--- config.mk ---
export PLATFORM = sky130hd
export DESIGN_NAME = gyro_assist_blend_controller_core
export DESIGN_NICKNAME = d
export VERILOG_FILES = /design/src/sv/gabc_pkg.sv /design/src/sv/gabc_div.sv /design/src/sv/gyro_assist_blend_controller_core.sv
export SDC_FILE = /design/constraint.sdc
export NUM_CORES = 2
export LEC_CHECK = 0
export BUFFER_PORTS_ARGS = -buffer_cell sky130_fd_sc_hd__buf_2
export CORE_UTILIZATION = 60
export DETAILED_ROUTE_END_ITERATION = 8
export PLACE_DENSITY = 0.9
export SLEW_MARGIN = 0
export SYNTH_ARGS = -nofsm -noshare
export SYNTH_HDL_FRONTEND = slang
export SYNTH_SLANG_ARGS = --single-unit
--- constraint.sdc ---
create_clock -name clk -period 37 [get_ports clk]
set_clock_uncertainty 0.15 [all_clocks]
set_input_delay 3.7 -clock clk [delete_from_list [all_inputs] [get_ports clk]]
set_output_delay 3.7 -clock clk [all_outputs]
set_load 0.005 [all_outputs]
--- src/sv/gabc_pkg.sv ---
// Shared types and constants for the gyro assist blend controller.
// Used by gabc_div and gyro_assist_blend_controller_core; no dependencies.
`default_nettype none

package gabc_pkg;

  localparam int AXES           = 3;
  localparam int MAX_DT_US      = 50000;
  localparam int MAX_LPF        = 500;
  localparam int MIN_TRANSITION = 50;
  localparam int MAX_TRANSITION = 5000;
  localparam int TRANSITION_RST = 500;
  localparam int TIMEOUT_RST    = 50;

  localparam int ONE_CMD    = 16384;
  localparam int ONE_Q15    = 32768;
  localparam int TWO_PI_Q16 = 411775;
  localparam int MS_TO_US   = 1000;
  // One second in microseconds, scaled to Q16.
  localparam longint ALPHA_DEN_BASE = 64'd65536000000;

  localparam int DIV_NUM_W = 64;
  localparam int DIV_DEN_W = 47;
  localparam int DIV_Q_W   = 32;

  localparam int FLAG_FIXEDWING   = 0;
  localparam int FLAG_ARMED       = 1;
  localparam int FLAG_FAILSAFE    = 2;
  localparam int FLAG_GYROVALID   = 3;
  localparam int FLAG_REQUESTED   = 4;
  localparam int FLAG_NAV         = 5;
  localparam int FLAG_LAUNCH      = 6;
  localparam int FLAG_AUTOTRIM    = 7;
  localparam int FLAG_MODEALLOWED = 8;

  typedef enum logic [2:0] {
    PH_INACTIVE  = 3'd0,
    PH_ENTERING  = 3'd1,
    PH_ACTIVE    = 3'd2,
    PH_EXITING   = 3'd3,
    PH_INHIBITED = 3'd4
  } phase_t;

  typedef enum logic [3:0] {
    RS_NONE         = 4'd0,
    RS_NOT_REQ      = 4'd1,
    RS_NAV          = 4'd2,
    RS_LAUNCH       = 4'd3,
    RS_AUTOTRIM     = 4'd4,
    RS_MODE         = 4'd5,
    RS_NOT_FW       = 4'd6,
    RS_DISARMED     = 4'd7,
    RS_FAILSAFE     = 4'd8,
    RS_BAD_CFG      = 4'd9,
    RS_GYRO_INVALID = 4'd10,
    RS_GYRO_STALE   = 4'd11,
    RS_BAD_DT       = 4'd12,
    RS_BAD_INPUT    = 4'd13
  } reason_t;

  typedef enum logic [2:0] {
    CFG_GYRO_GAINS   = 3'd0,
    CFG_CORR_LIMITS  = 3'd1,
    CFG_STICK_PRIO   = 3'd2,
    CFG_RELEASE_MS   = 3'd3,
    CFG_LOCK_MS      = 3'd4,
    CFG_LPF_HZ       = 3'd5,
    CFG_TRANSITION   = 3'd6,
    CFG_GYRO_TIMEOUT = 3'd7
  } cfg_idx_t;

  typedef enum logic [4:0] {
    ST_IDLE, ST_CHECK,
    ST_ALPHA_M1, ST_ALPHA_M2, ST_ALPHA_S, ST_ALPHA_DIV,
    ST_FILT_M, ST_FILT_W,
    ST_BLEND_M, ST_BLEND_S, ST_BLEND_DIV,
    ST_PRI, ST_PRI_MW, ST_PRI_DIV,
    ST_GAIN, ST_GAIN_M1, ST_GAIN_M2, ST_GAIN_S, ST_GAIN_DIV,
    ST_EFF_M, ST_EFF_W, ST_RAW_M, ST_RAW_W, ST_MIX_M, ST_MIX_W,
    ST_DONE
  } seq_t;

  typedef struct packed {
    logic                 start;
    logic [DIV_NUM_W-1:0] num;
    logic [DIV_DEN_W-1:0] den;
  } div_req_t;

endpackage

`default_nettype wire

--- src/sv/gabc_div.sv ---
// Restoring divider, one quotient bit per cycle, shared by the controller.
// Depends on gabc_pkg. The upper half of the numerator must be below the divisor.
`default_nettype none

module gabc_div (
  input  logic               clk,
  input  logic               rst,
  input  gabc_pkg::div_req_t req,
  output logic               done,
  output logic [gabc_pkg::DIV_Q_W-1:0] quot
);
  import gabc_pkg::*;

  localparam int CNT_W = $clog2(DIV_Q_W + 1);

  logic                 busy;
  logic [CNT_W-1:0]     cnt;
  logic [DIV_DEN_W-1:0] rem;
  logic [DIV_DEN_W-1:0] dvs;
  logic [DIV_Q_W-1:0]   qb;
  logic [DIV_DEN_W:0]   shifted;
  logic                 fits;

  assign shifted = {rem, qb[DIV_Q_W-1]};
  assign fits    = shifted >= {1'b0, dvs};
  assign quot    = qb;

  always_ff @(posedge clk) begin
    if (rst) begin
      busy <= 1'b0;
      done <= 1'b0;
      cnt  <= '0;
    end else begin
      done <= 1'b0;
      if (req.start) begin
        rem  <= DIV_DEN_W'(req.num[DIV_NUM_W-1:DIV_Q_W]);
        qb   <= req.num[DIV_Q_W-1:0];
        dvs  <= req.den;
        cnt  <= CNT_W'(DIV_Q_W);
        busy <= 1'b1;
      end else if (busy) begin
        rem <= fits ? DIV_DEN_W'(shifted - {1'b0, dvs}) : shifted[DIV_DEN_W-1:0];
        qb  <= {qb[DIV_Q_W-2:0], fits};
        cnt <= cnt - CNT_W'(1);
        if (cnt == CNT_W'(1)) begin
          busy <= 1'b0;
          done <= 1'b1;
        end
      end
    end
  end

  a_start_idle: assert property (@(posedge clk) disable iff (rst) req.start |-> !busy)
    else $error("divider started while busy");
  a_done_after_busy: assert property (@(posedge clk) disable iff (rst) done |-> $past(busy))
    else $error("divider done without a running division");
  a_busy_count: assert property (@(posedge clk) disable iff (rst) busy |-> cnt != '0)
    else $error("divider busy with an exhausted count");

endmodule

`default_nettype wire

--- src/sv/gyro_assist_blend_controller_core.sv ---
// Gyro assist blend controller: tick sequencer, phase machine and per-axis datapath.
// Depends on gabc_pkg and gabc_div.
`default_nettype none

// One tick is taken per input transfer and yields one result transfer. A tick
// that falls back (dormant or hard inhibit) goes straight to the result. A full
// tick runs one shared 27x20 multiplier and the shared 32-step divider under a
// small sequencer; the divider is used up to eight times (filter coefficient,
// blend step, and per axis the priority target and the gain smoothing step). The
// block takes no input while a tick is in progress; a finished result waits in
// the output register and does not hold up the next input transfer.
module gyro_assist_blend_controller_core (
  input  logic        clk,
  input  logic        rst,
  input  logic        cfg_write,
  input  logic [2:0]  cfg_index,
  input  logic [47:0] cfg_data,
  input  logic        in_valid,
  output logic        in_ready,
  input  logic [15:0] delta_time_us,
  input  logic [31:0] now_ms,
  input  logic [31:0] gyro_sample_ms,
  input  logic [8:0]  condition_flags,
  input  logic [47:0] pilot_commands,
  input  logic [47:0] fallback_commands,
  input  logic [47:0] gyro_rates,
  output logic        out_valid,
  input  logic        out_ready,
  output logic [2:0]  phase,
  output logic [3:0]  reason,
  output logic        hard_inhibit,
  output logic [15:0] blend,
  output logic        using_assist,
  output logic [47:0] final_commands,
  output logic [47:0] surface_commands,
  output logic [47:0] corrections,
  output logic [2:0]  correction_limited,
  output logic [47:0] filtered_rates,
  output logic [47:0] priority_scales,
  output logic [47:0] effective_gains
);
  import gabc_pkg::*;

  function automatic logic signed [15:0] clamp_cmd(input logic signed [17:0] v);
    logic signed [15:0] r;
    if (v > 18'(ONE_CMD)) r = 16'(ONE_CMD);
    else if (v < -18'(ONE_CMD)) r = -16'(ONE_CMD);
    else r = v[15:0];
    return r;
  endfunction

  // Configuration registers.
  logic [47:0] gyro_gains, correction_limits, stick_priorities;
  logic [47:0] release_times_ms, lock_times_ms;
  logic [8:0]  lpf_hz;
  logic [15:0] transition_ms, gyro_timeout_ms;

  // Persistent controller state.
  phase_t             phase_reg;
  logic [15:0]        blend_reg;
  logic               filter_ready;
  logic signed [23:0] filtered_rate [AXES];
  logic [15:0]        gain_scale [AXES];

  // Latched tick.
  logic [15:0] item_dt;
  logic [31:0] item_now, item_sample;
  logic [8:0]  item_flags;
  logic [47:0] item_pilot, item_fallback, item_rates;

  // Sequencer and work registers.
  seq_t               st, st_next;
  logic [1:0]         ax;
  logic               init_scale;
  logic [16:0]        alpha;
  logic [15:0]        tgt;
  logic [15:0]        tms_sel;
  logic [25:0]        gden;
  logic               gneg;
  logic [15:0]        eff;
  logic signed [15:0] surf_s;
  logic signed [46:0] mul_p;
  logic signed [26:0] mul_a;
  logic signed [19:0] mul_b;

  // Result staging.
  phase_t      acc_phase;
  reason_t     acc_reason;
  logic        acc_hard, acc_using;
  logic [15:0] acc_blend;
  logic [47:0] acc_final, acc_surf, acc_corr, acc_filt, acc_scale, acc_eff;
  logic [2:0]  acc_lim;

  div_req_t                div_req;
  logic                    div_done;
  logic [DIV_Q_W-1:0]      div_quot;

  gabc_div u_div (
    .clk  (clk),
    .rst  (rst),
    .req  (div_req),
    .done (div_done),
    .quot (div_quot)
  );

  // Tick conditions.
  reason_t hard_why, req_why;
  logic    dormant, target, stale, cfg_bad;

  assign stale   = (item_now - item_sample) > 32'(gyro_timeout_ms);
  assign cfg_bad = lpf_hz > 9'(MAX_LPF) || transition_ms < 16'(MIN_TRANSITION) ||
                   transition_ms > 16'(MAX_TRANSITION) || gyro_timeout_ms == '0;
  assign dormant = !item_flags[FLAG_REQUESTED] && blend_reg == '0;
  assign target  = req_why == RS_NONE;

  always_comb begin
    priority if (!item_flags[FLAG_FIXEDWING]) hard_why = RS_NOT_FW;
    else if (!item_flags[FLAG_ARMED]) hard_why = RS_DISARMED;
    else if (item_flags[FLAG_FAILSAFE]) hard_why = RS_FAILSAFE;
    else if (cfg_bad) hard_why = RS_BAD_CFG;
    else if (!item_flags[FLAG_GYROVALID]) hard_why = RS_GYRO_INVALID;
    else if (stale) hard_why = RS_GYRO_STALE;
    else if (item_dt == '0 || item_dt > 16'(MAX_DT_US)) hard_why = RS_BAD_DT;
    else hard_why = RS_NONE;

    priority if (!item_flags[FLAG_REQUESTED]) req_why = RS_NOT_REQ;
    else if (item_flags[FLAG_NAV]) req_why = RS_NAV;
    else if (item_flags[FLAG_LAUNCH]) req_why = RS_LAUNCH;
    else if (item_flags[FLAG_AUTOTRIM]) req_why = RS_AUTOTRIM;
    else if (!item_flags[FLAG_MODEALLOWED]) req_why = RS_MODE;
    else req_why = RS_NONE;
  end

  // Lanes of the current axis.
  logic [15:0]        prio, gg, lim_lane, rel_ms, lock_ms;
  logic signed [15:0] pilot_c, fb_c, rate_raw;
  logic [14:0]        stick;
  logic signed [23:0] frate_cur, rate_x256;
  logic signed [24:0] fdiff;
  logic [15:0]        scale_cur, scale_eff;
  logic signed [16:0] gdiff, mdiff;
  logic [16:0]        zpt;

  assign prio      = stick_priorities[16*ax +: 16];
  assign gg        = gyro_gains[16*ax +: 16];
  assign lim_lane  = correction_limits[16*ax +: 16];
  assign rel_ms    = release_times_ms[16*ax +: 16];
  assign lock_ms   = lock_times_ms[16*ax +: 16];
  assign pilot_c   = clamp_cmd(18'(signed'(item_pilot[16*ax +: 16])));
  assign fb_c      = clamp_cmd(18'(signed'(item_fallback[16*ax +: 16])));
  assign rate_raw  = signed'(item_rates[16*ax +: 16]);
  assign stick     = pilot_c[15] ? 15'(-pilot_c) : 15'(pilot_c);
  assign frate_cur = filtered_rate[ax];
  assign rate_x256 = {rate_raw, 8'b0};
  assign fdiff     = 25'(rate_x256) - 25'(frate_cur);
  assign scale_cur = gain_scale[ax];
  assign scale_eff = init_scale ? tgt : scale_cur;
  assign gdiff     = signed'({1'b0, tgt}) - signed'({1'b0, scale_cur});
  assign mdiff     = 17'(surf_s) - 17'(fb_c);
  assign zpt       = 17'(ONE_Q15) - 17'(prio);

  // Rounded views of the registered product.
  logic signed [46:0] p_r16, p_r15, p_r13, p_r6;
  logic [46:0]        aden;
  logic [46:0]        gmag;
  assign p_r16 = (mul_p + 47'sd32768) >>> 16;
  assign p_r15 = (mul_p + 47'sd16384) >>> 15;
  assign p_r13 = (mul_p + 47'sd4096) >>> 13;
  assign p_r6  = (mul_p + 47'sd32) >>> 6;
  assign aden  = 47'(ALPHA_DEN_BASE) + 47'(mul_p[43:0]);
  assign gmag  = mul_p[46] ? 47'(-mul_p) : 47'(mul_p);

  // Blend ramp step and phase machine update.
  logic [16:0] bstep;
  logic [17:0] bsum;
  logic [15:0] blend_next;
  phase_t      phase_next;
  logic        drop_filter;

  always_comb begin
    bstep       = (div_quot > 32'(ONE_Q15)) ? 17'(ONE_Q15) : div_quot[16:0];
    bsum        = 18'(blend_reg) + 18'(bstep);
    blend_next  = blend_reg;
    phase_next  = phase_reg;
    drop_filter = 1'b0;
    if (target) begin
      unique case (phase_reg)
        PH_ENTERING: begin
          if (bsum >= 18'(ONE_Q15)) begin
            blend_next = 16'(ONE_Q15);
            phase_next = PH_ACTIVE;
          end else begin
            blend_next = bsum[15:0];
          end
        end
        PH_EXITING: phase_next = PH_ENTERING;
        PH_ACTIVE:  phase_next = PH_ACTIVE;
        default: begin
          blend_next = '0;
          phase_next = PH_ENTERING;
        end
      endcase
    end else begin
      unique case (phase_reg)
        PH_ACTIVE, PH_ENTERING: phase_next = PH_EXITING;
        PH_EXITING: begin
          if (17'(blend_reg) <= bstep) begin
            blend_next  = '0;
            phase_next  = PH_INACTIVE;
            drop_filter = 1'b1;
          end else begin
            blend_next = blend_reg - bstep[15:0];
          end
        end
        default: begin
          blend_next  = '0;
          phase_next  = PH_INACTIVE;
          drop_filter = 1'b1;
        end
      endcase
    end
  end

  // Per-axis correction, surface and final command.
  logic signed [15:0] limv, corr_c;
  logic               corr_lim;
  logic signed [15:0] surf_c, fin_c;
  logic [15:0]        pri_lin, pri_div;
  logic signed [24:0] filt_rnd;

  always_comb begin
    limv     = (lim_lane > 16'd32767) ? 16'sd32767 : signed'(lim_lane);
    corr_lim = 1'b1;
    if (p_r6 > 47'(limv)) corr_c = limv;
    else if (p_r6 < -47'(limv)) corr_c = -limv;
    else begin
      corr_c   = p_r6[15:0];
      corr_lim = 1'b0;
    end
    surf_c   = clamp_cmd(18'(pilot_c) + 18'(corr_c));
    fin_c    = clamp_cmd(18'(fb_c) + 18'(p_r15));
    pri_lin  = (p_r13 >= 47'(ONE_Q15)) ? '0 : 16'(47'(ONE_Q15) - p_r13);
    pri_div  = (div_quot >= 32'(ONE_Q15)) ? '0 : 16'(32'(ONE_Q15) - div_quot);
    filt_rnd = (25'(frate_cur) + 25'sd128) >>> 8;
  end

  // Sequencer: next state, shared multiplier operands and divider requests.
  always_comb begin
    st_next     = st;
    mul_a       = '0;
    mul_b       = '0;
    div_req     = '0;
    unique case (st)
      ST_IDLE:  if (in_valid) st_next = ST_CHECK;
      ST_CHECK: begin
        if (dormant || hard_why != RS_NONE) st_next = ST_DONE;
        else if (!filter_ready || lpf_hz == '0) st_next = ST_BLEND_M;
        else st_next = ST_ALPHA_M1;
      end
      ST_ALPHA_M1: begin
        mul_a   = signed'({11'b0, item_dt});
        mul_b   = signed'({11'b0, lpf_hz});
        st_next = ST_ALPHA_M2;
      end
      ST_ALPHA_M2: begin
        mul_a   = signed'(mul_p[26:0]);
        mul_b   = 20'(TWO_PI_Q16);
        st_next = ST_ALPHA_S;
      end
      ST_ALPHA_S: begin
        div_req.start = 1'b1;
        div_req.num   = 64'({mul_p[43:0], 16'b0}) + 64'(aden >> 1);
        div_req.den   = aden;
        st_next       = ST_ALPHA_DIV;
      end
      ST_ALPHA_DIV: if (div_done) st_next = ST_FILT_M;
      ST_FILT_M: begin
        mul_a   = 27'(fdiff);
        mul_b   = signed'({3'b0, alpha});
        st_next = ST_FILT_W;
      end
      ST_FILT_W: st_next = (ax == 2'(AXES - 1)) ? ST_BLEND_M : ST_FILT_M;
      ST_BLEND_M: begin
        mul_a   = signed'({11'b0, transition_ms});
        mul_b   = 20'(MS_TO_US);
        st_next = ST_BLEND_S;
      end
      ST_BLEND_S: begin
        div_req.start = 1'b1;
        div_req.num   = 64'({item_dt, 15'b0}) + 64'(mul_p[22:0]) - 64'd1;
        div_req.den   = 47'(mul_p[22:0]);
        st_next       = ST_BLEND_DIV;
      end
      ST_BLEND_DIV: if (div_done) st_next = ST_PRI;
      ST_PRI: begin
        mul_a = signed'({12'b0, stick});
        mul_b = signed'({4'b0, prio});
        if (prio <= 16'(ONE_CMD)) st_next = ST_PRI_MW;
        else if (prio >= 16'(ONE_Q15)) st_next = ST_GAIN;
        else begin
          div_req.start = 1'b1;
          div_req.num   = 64'({stick, 15'b0}) + 64'(zpt >> 1);
          div_req.den   = 47'(zpt);
          st_next       = ST_PRI_DIV;
        end
      end
      ST_PRI_MW:  st_next = ST_GAIN;
      ST_PRI_DIV: if (div_done) st_next = ST_GAIN;
      ST_GAIN: begin
        if (((tgt < scale_eff) ? rel_ms : lock_ms) == '0) st_next = ST_EFF_M;
        else st_next = ST_GAIN_M1;
      end
      ST_GAIN_M1: begin
        mul_a   = signed'({11'b0, tms_sel});
        mul_b   = 20'(MS_TO_US);
        st_next = ST_GAIN_M2;
      end
      ST_GAIN_M2: begin
        mul_a   = 27'(gdiff);
        mul_b   = signed'({4'b0, item_dt});
        st_next = ST_GAIN_S;
      end
      ST_GAIN_S: begin
        div_req.start = 1'b1;
        div_req.num   = 64'(gmag[31:0]) + 64'(gden >> 1);
        div_req.den   = 47'(gden);
        st_next       = ST_GAIN_DIV;
      end
      ST_GAIN_DIV: if (div_done) st_next = ST_EFF_M;
      ST_EFF_M: begin
        mul_a   = signed'({11'b0, gg});
        mul_b   = signed'({4'b0, scale_cur});
        st_next = ST_EFF_W;
      end
      ST_EFF_W: st_next = ST_RAW_M;
      ST_RAW_M: begin
        mul_a   = -27'(frate_cur);
        mul_b   = signed'({4'b0, eff});
        st_next = ST_RAW_W;
      end
      ST_RAW_W: st_next = ST_MIX_M;
      ST_MIX_M: begin
        mul_a   = 27'(mdiff);
        mul_b   = signed'({4'b0, blend_reg});
        st_next = ST_MIX_W;
      end
      ST_MIX_W: st_next = (ax == 2'(AXES - 1)) ? ST_DONE : ST_PRI;
      ST_DONE:  if (!out_valid || out_ready) st_next = ST_IDLE;
      default:  st_next = ST_IDLE;
    endcase
  end

  assign in_ready = st == ST_IDLE;

  always_ff @(posedge clk) begin
    if (rst) st <= ST_IDLE;
    else st <= st_next;
  end

  always_ff @(posedge clk) begin
    mul_p <= 47'(mul_a) * 47'(mul_b);
  end

  // Configuration writes.
  always_ff @(posedge clk) begin
    if (rst) begin
      gyro_gains        <= '0;
      correction_limits <= '0;
      stick_priorities  <= '0;
      release_times_ms  <= '0;
      lock_times_ms     <= '0;
      lpf_hz            <= '0;
      transition_ms     <= 16'(TRANSITION_RST);
      gyro_timeout_ms   <= 16'(TIMEOUT_RST);
    end else if (cfg_write) begin
      unique case (cfg_idx_t'(cfg_index))
        CFG_GYRO_GAINS:   gyro_gains        <= cfg_data;
        CFG_CORR_LIMITS:  correction_limits <= cfg_data;
        CFG_STICK_PRIO:   stick_priorities  <= cfg_data;
        CFG_RELEASE_MS:   release_times_ms  <= cfg_data;
        CFG_LOCK_MS:      lock_times_ms     <= cfg_data;
        CFG_LPF_HZ:       lpf_hz            <= cfg_data[8:0];
        CFG_TRANSITION:   transition_ms     <= cfg_data[15:0];
        CFG_GYRO_TIMEOUT: gyro_timeout_ms   <= cfg_data[15:0];
        default:          lpf_hz            <= lpf_hz;
      endcase
    end
  end

  // Datapath and controller state.
  always_ff @(posedge clk) begin
    if (rst) begin
      phase_reg    <= PH_INACTIVE;
      blend_reg    <= '0;
      filter_ready <= 1'b0;
      for (int a = 0; a < AXES; a++) begin
        filtered_rate[a] <= '0;
        gain_scale[a]    <= '0;
      end
      ax <= '0;
    end else begin
      unique case (st)
        ST_IDLE: begin
          if (in_valid) begin
            item_dt       <= delta_time_us;
            item_now      <= now_ms;
            item_sample   <= gyro_sample_ms;
            item_flags    <= condition_flags;
            item_pilot    <= pilot_commands;
            item_fallback <= fallback_commands;
            item_rates    <= gyro_rates;
          end
        end
        ST_CHECK: begin
          ax         <= '0;
          init_scale <= !filter_ready;
          acc_hard   <= 1'b0;
          acc_lim    <= '0;
          acc_reason <= req_why;
          if (dormant || hard_why != RS_NONE) begin
            // Fallback tick: all state is dropped and the clamped inputs pass.
            phase_reg    <= dormant ? PH_INACTIVE : PH_INHIBITED;
            blend_reg    <= '0;
            filter_ready <= 1'b0;
            acc_phase    <= dormant ? PH_INACTIVE : PH_INHIBITED;
            acc_reason   <= dormant ? RS_NOT_REQ : hard_why;
            acc_hard     <= !dormant;
            acc_blend    <= '0;
            acc_using    <= 1'b0;
            acc_corr     <= '0;
            acc_filt     <= '0;
            acc_scale    <= '0;
            acc_eff      <= '0;
            for (int a = 0; a < AXES; a++) begin
              filtered_rate[a]      <= '0;
              gain_scale[a]         <= '0;
              acc_surf[16*a +: 16]  <= clamp_cmd(18'(signed'(item_pilot[16*a +: 16])));
              acc_final[16*a +: 16] <= clamp_cmd(18'(signed'(item_fallback[16*a +: 16])));
            end
          end else if (!filter_ready || lpf_hz == '0) begin
            filter_ready <= 1'b1;
            for (int a = 0; a < AXES; a++) begin
              filtered_rate[a] <= {item_rates[16*a +: 16], 8'b0};
            end
          end
        end
        ST_ALPHA_DIV: if (div_done) alpha <= div_quot[16:0];
        ST_FILT_W: begin
          filtered_rate[ax] <= frate_cur + p_r16[23:0];
          ax <= (ax == 2'(AXES - 1)) ? '0 : ax + 2'd1;
        end
        ST_BLEND_DIV: begin
          if (div_done) begin
            phase_reg <= phase_next;
            blend_reg <= blend_next;
            if (drop_filter) filter_ready <= 1'b0;
            acc_phase <= phase_next;
            acc_blend <= blend_next;
            acc_using <= target || blend_next != '0;
          end
        end
        ST_PRI: begin
          if (prio >= 16'(ONE_Q15)) tgt <= (stick != '0) ? '0 : 16'(ONE_Q15);
        end
        ST_PRI_MW:  tgt <= pri_lin;
        ST_PRI_DIV: if (div_done) tgt <= pri_div;
        ST_GAIN: begin
          if (((tgt < scale_eff) ? rel_ms : lock_ms) == '0) gain_scale[ax] <= tgt;
          else gain_scale[ax] <= scale_eff;
          tms_sel <= (tgt < scale_eff) ? rel_ms : lock_ms;
        end
        ST_GAIN_M2: begin
          gden <= mul_p[25:0] + 26'(item_dt);
        end
        ST_GAIN_S: gneg <= mul_p[46];
        ST_GAIN_DIV: begin
          if (div_done) begin
            if (gneg) begin
              gain_scale[ax] <= (17'(div_quot) >= 17'(scale_cur)) ? '0
                                : scale_cur - div_quot[15:0];
            end else begin
              gain_scale[ax] <= (17'(scale_cur) + 17'(div_quot) >= 17'(ONE_Q15))
                                ? 16'(ONE_Q15) : scale_cur + div_quot[15:0];
            end
          end
        end
        ST_EFF_W: eff <= p_r15[15:0];
        ST_RAW_W: begin
          surf_s                <= surf_c;
          acc_corr[16*ax +: 16] <= corr_c;
          acc_surf[16*ax +: 16] <= surf_c;
          acc_lim[ax]           <= corr_lim;
        end
        ST_MIX_W: begin
          acc_final[16*ax +: 16] <= fin_c;
          acc_filt[16*ax +: 16]  <= filt_rnd[15:0];
          acc_scale[16*ax +: 16] <= scale_cur;
          acc_eff[16*ax +: 16]   <= eff;
          ax <= (ax == 2'(AXES - 1)) ? '0 : ax + 2'd1;
        end
        default: ax <= ax;
      endcase
    end
  end

  // Output register; a held result does not block the next input transfer.
  always_ff @(posedge clk) begin
    if (rst) begin
      out_valid <= 1'b0;
    end else begin
      if (out_valid && out_ready) out_valid <= 1'b0;
      if (st == ST_DONE && (!out_valid || out_ready)) begin
        out_valid          <= 1'b1;
        phase              <= acc_phase;
        reason             <= acc_reason;
        hard_inhibit       <= acc_hard;
        blend              <= acc_blend;
        using_assist       <= acc_using;
        final_commands     <= acc_final;
        surface_commands   <= acc_surf;
        corrections        <= acc_corr;
        correction_limited <= acc_lim;
        filtered_rates     <= acc_filt;
        priority_scales    <= acc_scale;
        effective_gains    <= acc_eff;
      end
    end
  end

  a_active_full: assert property (@(posedge clk) disable iff (rst)
      phase_reg == PH_ACTIVE |-> blend_reg == 16'(ONE_Q15))
    else $error("active phase without full blend");
  a_idle_zero: assert property (@(posedge clk) disable iff (rst)
      (phase_reg == PH_INACTIVE || phase_reg == PH_INHIBITED) |-> blend_reg == '0)
    else $error("inactive or inhibited phase with nonzero blend");

endmodule

`default_nettype wire
## Word level (Yosys, flattened, before mapping)

Memory sizes are Yosys's and may differ from the RTL's. A register that Yosys moved wholly into a read port is not among the register bits.
Cells that the tools add are included.

- Flip-flop bits (word level): 1464
- Word-level logic and storage cells: 474
- Bits in writable memories: 120
- Memories kept: 2

- Add/subtract/negate cells: 36
- Magnitude comparators: 41
- Shift operators: 15
- Bitwise logic cells: 14
- Reductions and logical operators: 69
- Muxes and demuxes: 187
- $mul: 1
- Equal/unequal tests: 47

Memories:

| name | depth | width | read ports | clocked after memory_dff | wr ports | line | source |
|---|---|---|---|---|---|---|---|
| filtered_rate | 3 | 24 | 1 | 1 | 3 | gyro_assist_blend_controller_core.sv:62 | `logic signed [23:0] filtered_rate [AXES];` |
| gain_scale | 3 | 16 | 1 | 1 | 3 | gyro_assist_blend_controller_core.sv:63 | `logic [15:0] gain_scale [AXES];` |

Operators by type and width:

| operator | number |
|---|---|
| $mux W16 | 44 |
| $pmux W48 S2 | 6 |
| $pmux W112 S4 | 1 |
| $shiftx A48 B7 Y16 | 8 |
| $bwmux W48 | 6 |
| $shiftx A16 B34 Y48 | 6 |
| $pmux W27 S10 | 1 |
| $mux W112 | 2 |
| $pmux W19 S9 | 1 |
| $mux W24 | 7 |
| $gt A16 B16 Y1 const B | 9 |
| $mux W48 | 3 |
| $pmux W5 S26 | 1 |
| $lt A16 B15 Y1 const B | 8 |
| $mux W32 | 4 |
| $pmux W16 S2 | 3 |
| $mux W47 | 2 |
| $logic_not A16 Y1 | 4 |
| $add A60 B44 Y61 | 1 |
| $mux W1 | 51 |
| $eq A5 B5 Y1 const B | 10 |
| $ge A48 B47 Y1 | 1 |
| $pmux W16 S3 | 1 |
| $shift A16 B34 Y48 const A | 1 |
| other kinds (102) | 229 |

## Longest topological paths before layout

- Depth after elaboration: 18
- Depth in mapped cells: 58
- Mapped depth without buffers: 49

## Modules after synthesis

Synthesis repeated with hierarchy kept, for this count alone.

- Cell total of the unflattened synthesis: 11438
- Area, all modules: 112262.7 um2

By module, submodules not included:

| module | cells an instance | seq. area each (um2) | instances | area an instance (um2) |
|---|---|---|---|---|
| gyro_assist_blend_controller_core | 10634 | 41219.5 | 1 | 103850.9 |
| gabc_div | 804 | 3943.8 | 1 | 8411.8 |

## Worst setup path after synthesis

Ideal clock, no wire load.

- Kind: input to register
- From: input rst
- To: register blend[0] (enable)
- Arrival: 26.968 ns
- Required time: 35.404 ns
- Path buffers: 2
- Stages on the path: 3
- Library setup time: 1.446 ns
- Path slack: 8.436 ns
- Path through: clkbuf_1 clkbuf_1 nor3b_1

- Longest elaborated chain between the ends: 2

RTL lines:

| item | line | source |
|---|---|---|
| start, declared | gyro_assist_blend_controller_core.sv:14 | `input logic rst,` |
| $not A1 Y1 (no line) | - |  |
| $reduce_and A2 Y1 (no line) | - |  |
| end signal, assigned | gyro_assist_blend_controller_core.sv:517 | `blend <= acc_blend;` |
| end, declared | gyro_assist_blend_controller_core.sv:32 | `output logic [15:0] blend,` |

No other way between the ends.
A chain may end at the register's enable or synchronous reset.

## Worst setup path in the final report

- From: register ax[0]
- To: register mul_p[46]

- Longest elaborated chain between the ends: 8
- Elaborated cells on any way between the ends: 20
- Classes of those cells: add/sub: 3; mul: 1; order compare: 4; shift: 5; mux: 7

RTL lines:

| item | line | source |
|---|---|---|
| start, declared | gyro_assist_blend_controller_core.sv:73 | `logic [1:0] ax;` |
| start signal, assigned | gyro_assist_blend_controller_core.sv:450 | `ax <= (ax == 2'(AXES - 1)) ? '0 : ax + 2'd1;` |
| start signal, assigned | gyro_assist_blend_controller_core.sv:499 | `ax <= (ax == 2'(AXES - 1)) ? '0 : ax + 2'd1;` |
| $shiftx A48 B7 Y16 | gyro_assist_blend_controller_core.sv:149 | `assign pilot_c = clamp_cmd(18'(signed'(item_pilot[16*ax +: 16])));` |
| $lt A16 B15 Y1 | gyro_assist_blend_controller_core.sv:47 | `else if (v < -18'(ONE_CMD)) r = -16'(ONE_CMD);` |
| $mux W16 | gyro_assist_blend_controller_core.sv:47 |  |
| $mux W16 | gyro_assist_blend_controller_core.sv:46 | `if (v > 18'(ONE_CMD)) r = 16'(ONE_CMD);` |
| $neg A15 Y15 | gyro_assist_blend_controller_core.sv:152 | `assign stick = pilot_c[15] ? 15'(-pilot_c) : 15'(pilot_c);` |
| $mux W15 | gyro_assist_blend_controller_core.sv:152 |  |
| $pmux W27 S10 | gyro_assist_blend_controller_core.sv:253 | `unique case (st)` |
| $mul A27 B20 Y47 * | gyro_assist_blend_controller_core.sv:361 | `mul_p <= 47'(mul_a) * 47'(mul_b);` |
| end signal, assigned | gyro_assist_blend_controller_core.sv:361 |  |
| end, declared | gyro_assist_blend_controller_core.sv:82 | `logic signed [46:0] mul_p;` |

Every way passes the cells marked *; elsewhere a longest branch is shown, timed or not.

==> results.sh <==
export IMPL_grt_max_degree=235
export IMPL_gp_congestion=1.12
export IMPL_syn_avg_cell_area_um2=9.89
export IMPL_hold_path_end="surface_commands[16]"
export IMPL_p_int_mw=4.19
export IMPL_syn_inst=11100
export IMPL_dp_cells=13900
export IMPL_worstPathMaxFanout=58
export IMPL_rsz0062_at_grt="no"
export IMPL_critPathLaunchType="flip-flop"
export IMPL_yosys_area_top_type_share_pct=34.5
export IMPL_crit_slowest_cell="buf_4"
export IMPL_synthMuxAreaShare_pct=2.84
export IMPL_die_x_um=429
export IMPL_clock_sinks=1624
export IMPL_yosys_top_cells_count="nand2_1, edfxtp_1, inv_1"
export IMPL_fp_dieH_um=429
export IMPL_path_common_cell="fa_1"
export IMPL_stdcell_count=14200
export IMPL_cts_tree="yes"
export IMPL_timing_slew_headroom_pct=-9.56
export IMPL_required_ns=37.53
export IMPL_path_class="flip-flop to flip-flop"
export IMPL_dpl_hpwl_mm=362
export IMPL_grt_pass1_vias=95900
export IMPL_nFillCells=13200
export IMPL_maxCapViolCount=4
export IMPL_io_pins=607
export IMPL_cts_setup_buffers=0
export IMPL_pre_cts_ws_ns=22.33
export IMPL_slew_viol_final=26
export IMPL_rows=156
export IMPL_finish_utilization_pct=67.3
export IMPL_largest_reg_flops=96
export IMPL_violations="capacitance limit, slew limit"
export IMPL_setup_tns_ns=0
export IMPL_drcViolationCount=0
export IMPL_post_synth_top_count_cell="nand2_1"
export IMPL_status="finished with violations"
export IMPL_yosysUniqueCellTypes=100
export IMPL_setup_viol=0
export IMPL_clockBufferDepth=3
export IMPL_ys_warnings_count=0
export IMPL_switchingPower_mw=3.05
export IMPL_dr_wl_met2_mm=202
export IMPL_powerDensity_mw_per_mm2=59.3
export IMPL_r2r_end="mul_p[46]"
export IMPL_ys_ff_latch=1624
export IMPL_arrival_ns=15.74
export IMPL_synth_compound_area_share_pct=14.3
export IMPL_fp_coreArea_mm2=0.181
export IMPL_cts_inserted_buffers=166
export IMPL_cp_end_kind="flip-flop"
export IMPL_vdd_ir_drop_max_v=0.0000529
export IMPL_viasPerCell=6.92
export IMPL_pwr_share_clk_pct=24.3
export IMPL_fmax_mhz=65.8
export IMPL_clk_pin_slew_ns=0.07
export IMPL_synth_area_leaders="edfxtp_1, fa_1, ha_1"
export IMPL_htreeDepth=4
export IMPL_cts_resized=0
export IMPL_r2r_start="ax[0]"
export IMPL_seq_area_frac_synth_pct=41.2
export IMPL_wl_per_cell_um=33.8
export IMPL_grt_pass1_wl_mm=673
export IMPL_reg2reg_slack_ns=21.79
export IMPL_synth_edf_count=1258
export IMPL_synthSimpleGateAreaFrac_pct=14.1
export IMPL_min_delay_start="acc_surf[16]"
export IMPL_worstMarginPinSlew_ns=1.64
export IMPL_synth_area_leader_cell="edfxtp_1"
export IMPL_drive_above_1_share_pct=11.6
export IMPL_rr_worst_depth=42
export IMPL_post_route_period_util_pct=41.1
export IMPL_layout_nets=13200
export IMPL_numPortBuffers=606
export IMPL_wl_met3_mm=68.9
export IMPL_cts_hold_buf=0
export IMPL_finalWirelength_mm=480
export IMPL_p_seq_share_pct=34.0
export IMPL_cts_root_buf="clkbuf_16"
export IMPL_largestRegisters="filtered_rate (96), gain_scale (64)"
export IMPL_first_iter_violations=15800
export IMPL_min_delay_path_depth=0
export IMPL_hold_viol=0
export IMPL_p_leak_nw=50.0
export IMPL_wl_met1_mm=159
export IMPL_syn_cell_area_mm2=0.110
export IMPL_top_layer_used="met5"
export IMPL_syn_to_final_growth_pct=11.3
export IMPL_firstDrtPassIters=8
export IMPL_overflow=0
export IMPL_period_minus_slack_ns=15.21
export IMPL_netSwitchingFraction_pct=42.1
export IMPL_hold_path_class="flip-flop to flip-flop"
export IMPL_grt_total_usage_pct=51.1
export IMPL_layout_setup_ws_ns=21.79
export IMPL_clk_latency_ns=0.89
export IMPL_cp_slowest_stage_delay_ns=0.82
export IMPL_combPwrFrac_pct=41.6
export IMPL_dieArea_mm2=0.184
export IMPL_antenna_found_initial=64
export IMPL_ant_nets=0
export IMPL_synth_top_family_by_area="adder cells"
export IMPL_synthArstFlopShare_pct=0
export IMPL_synthAdderAreaFrac_pct=17.4
export IMPL_largest_register="filtered_rate"
export IMPL_start_util_pct=60.5
export IMPL_synth_top_flop_cell="edfxtp_1"
export IMPL_route_vias_total=98300
export IMPL_synth_xor_area_share_pct=4.60
==> metal layers <==
layer  vias to the layer above  GRT usage (%)
met3                      2538           17.3
li1                      40100              -
met4                        36           43.0
met5                         -              0
met2                      8828           74.9
met1                     46900           60.7
==> cell families (layout without fill, tap and decap cells) <==
| kind of cell | Yosys count | count (layout) |
|---|---|---|
| AOI/OAI and AO/OA | 2424 | 2424 |
| xor gates and xnor gates | 575 | 575 |
| DFF | 1624 | 1624 |
| muxes | 239 | 239 |
| other | 1 | 66 |
| and+or+nand+nor | 3436 | 3436 |
| buffers and inverters | 1577 | 2268 |
| adders and majority gates | 1204 | 1204 |
==> critical path, delay by kind of cell, from the launching register on <==
family / cells / cell delay (ns)
AOI/OAI and AO/OA: 13 / 4.53
adders and majority gates: 9 / 4.18
and+or+nand+nor: 11 / 2.64
buffers and inverters: 6 / 2.05
DFF: 1 / 0.70
muxes: 1 / 0.41
xor gates and xnor gates: 2 / 0.30
==> cell usage in the layout, fill, tap and decap left out, types with 398 or more instances in the layout <==
master,instances
a21oi_1,734
buf_2,605
edfxtp_1,1258
fa_1,532
ha_1,671
inv_1,1086
nand2_1,1551
nor2_1,745
o21ai_0,486
xnor2_1,398
==> metrics by stage <==
| stage | hold slack, ns | power, mW | area (um^2) |
|---|---|---|---|
| floorplan | 0.250 | 4.18 | 110000 |
| global placement | 0.251 | 5.22 | 116000 |
| detailed placement | 0.255 | 5.30 | 116000 |
| CTS | 0.233 | 7.04 | 122000 |
| global route | 0.239 | 7.40 | 122000 |
| finish | 0.224 | 7.23 | 122000 |
==> area by class of cell <==
cell class / instances / area (um^2) / area share (%)
Antenna cell: 38 / 95.1 / 0.0780
Clock buffer: 205 / 4360 / 3.58
Clock inverter: 101 / 1260 / 1.03
Inverter: 1096 / 4120 / 3.38
Multi-Input combinational cell: 7906 / 59000 / 48.4
Sequential cell: 1624 / 45100 / 37.0
Tap cell: 2370 / 2970 / 2.43
Timing Repair Buffer: 866 / 5010 / 4.11
==> power groups by stage <==
stage	logic, mW	clock network (mW)	registers, mW
final	3.01	1.76	2.46
after global routing	3.12	1.82	2.46
after CTS	2.85	1.75	2.45
after detailed placement	2.82	0	2.48
after global placement	2.76	0	2.46
after floorplan	1.76	0	2.43
==> how the worst max path moves through the flow <==
stage / startpoint / end / slack [ns]
floorplan: rst / blend[0] / 8.44
global placement: ax[0] / mul_p[46] / 22.69
detailed placement: ax[0] / mul_p[46] / 22.33
CTS: ax[0] / mul_p[46] / 22.11
global route: ax[0] / mul_p[46] / 21.21
finish: ax[0] / mul_p[46] / 21.79
(Power assumes the default switching activity.)
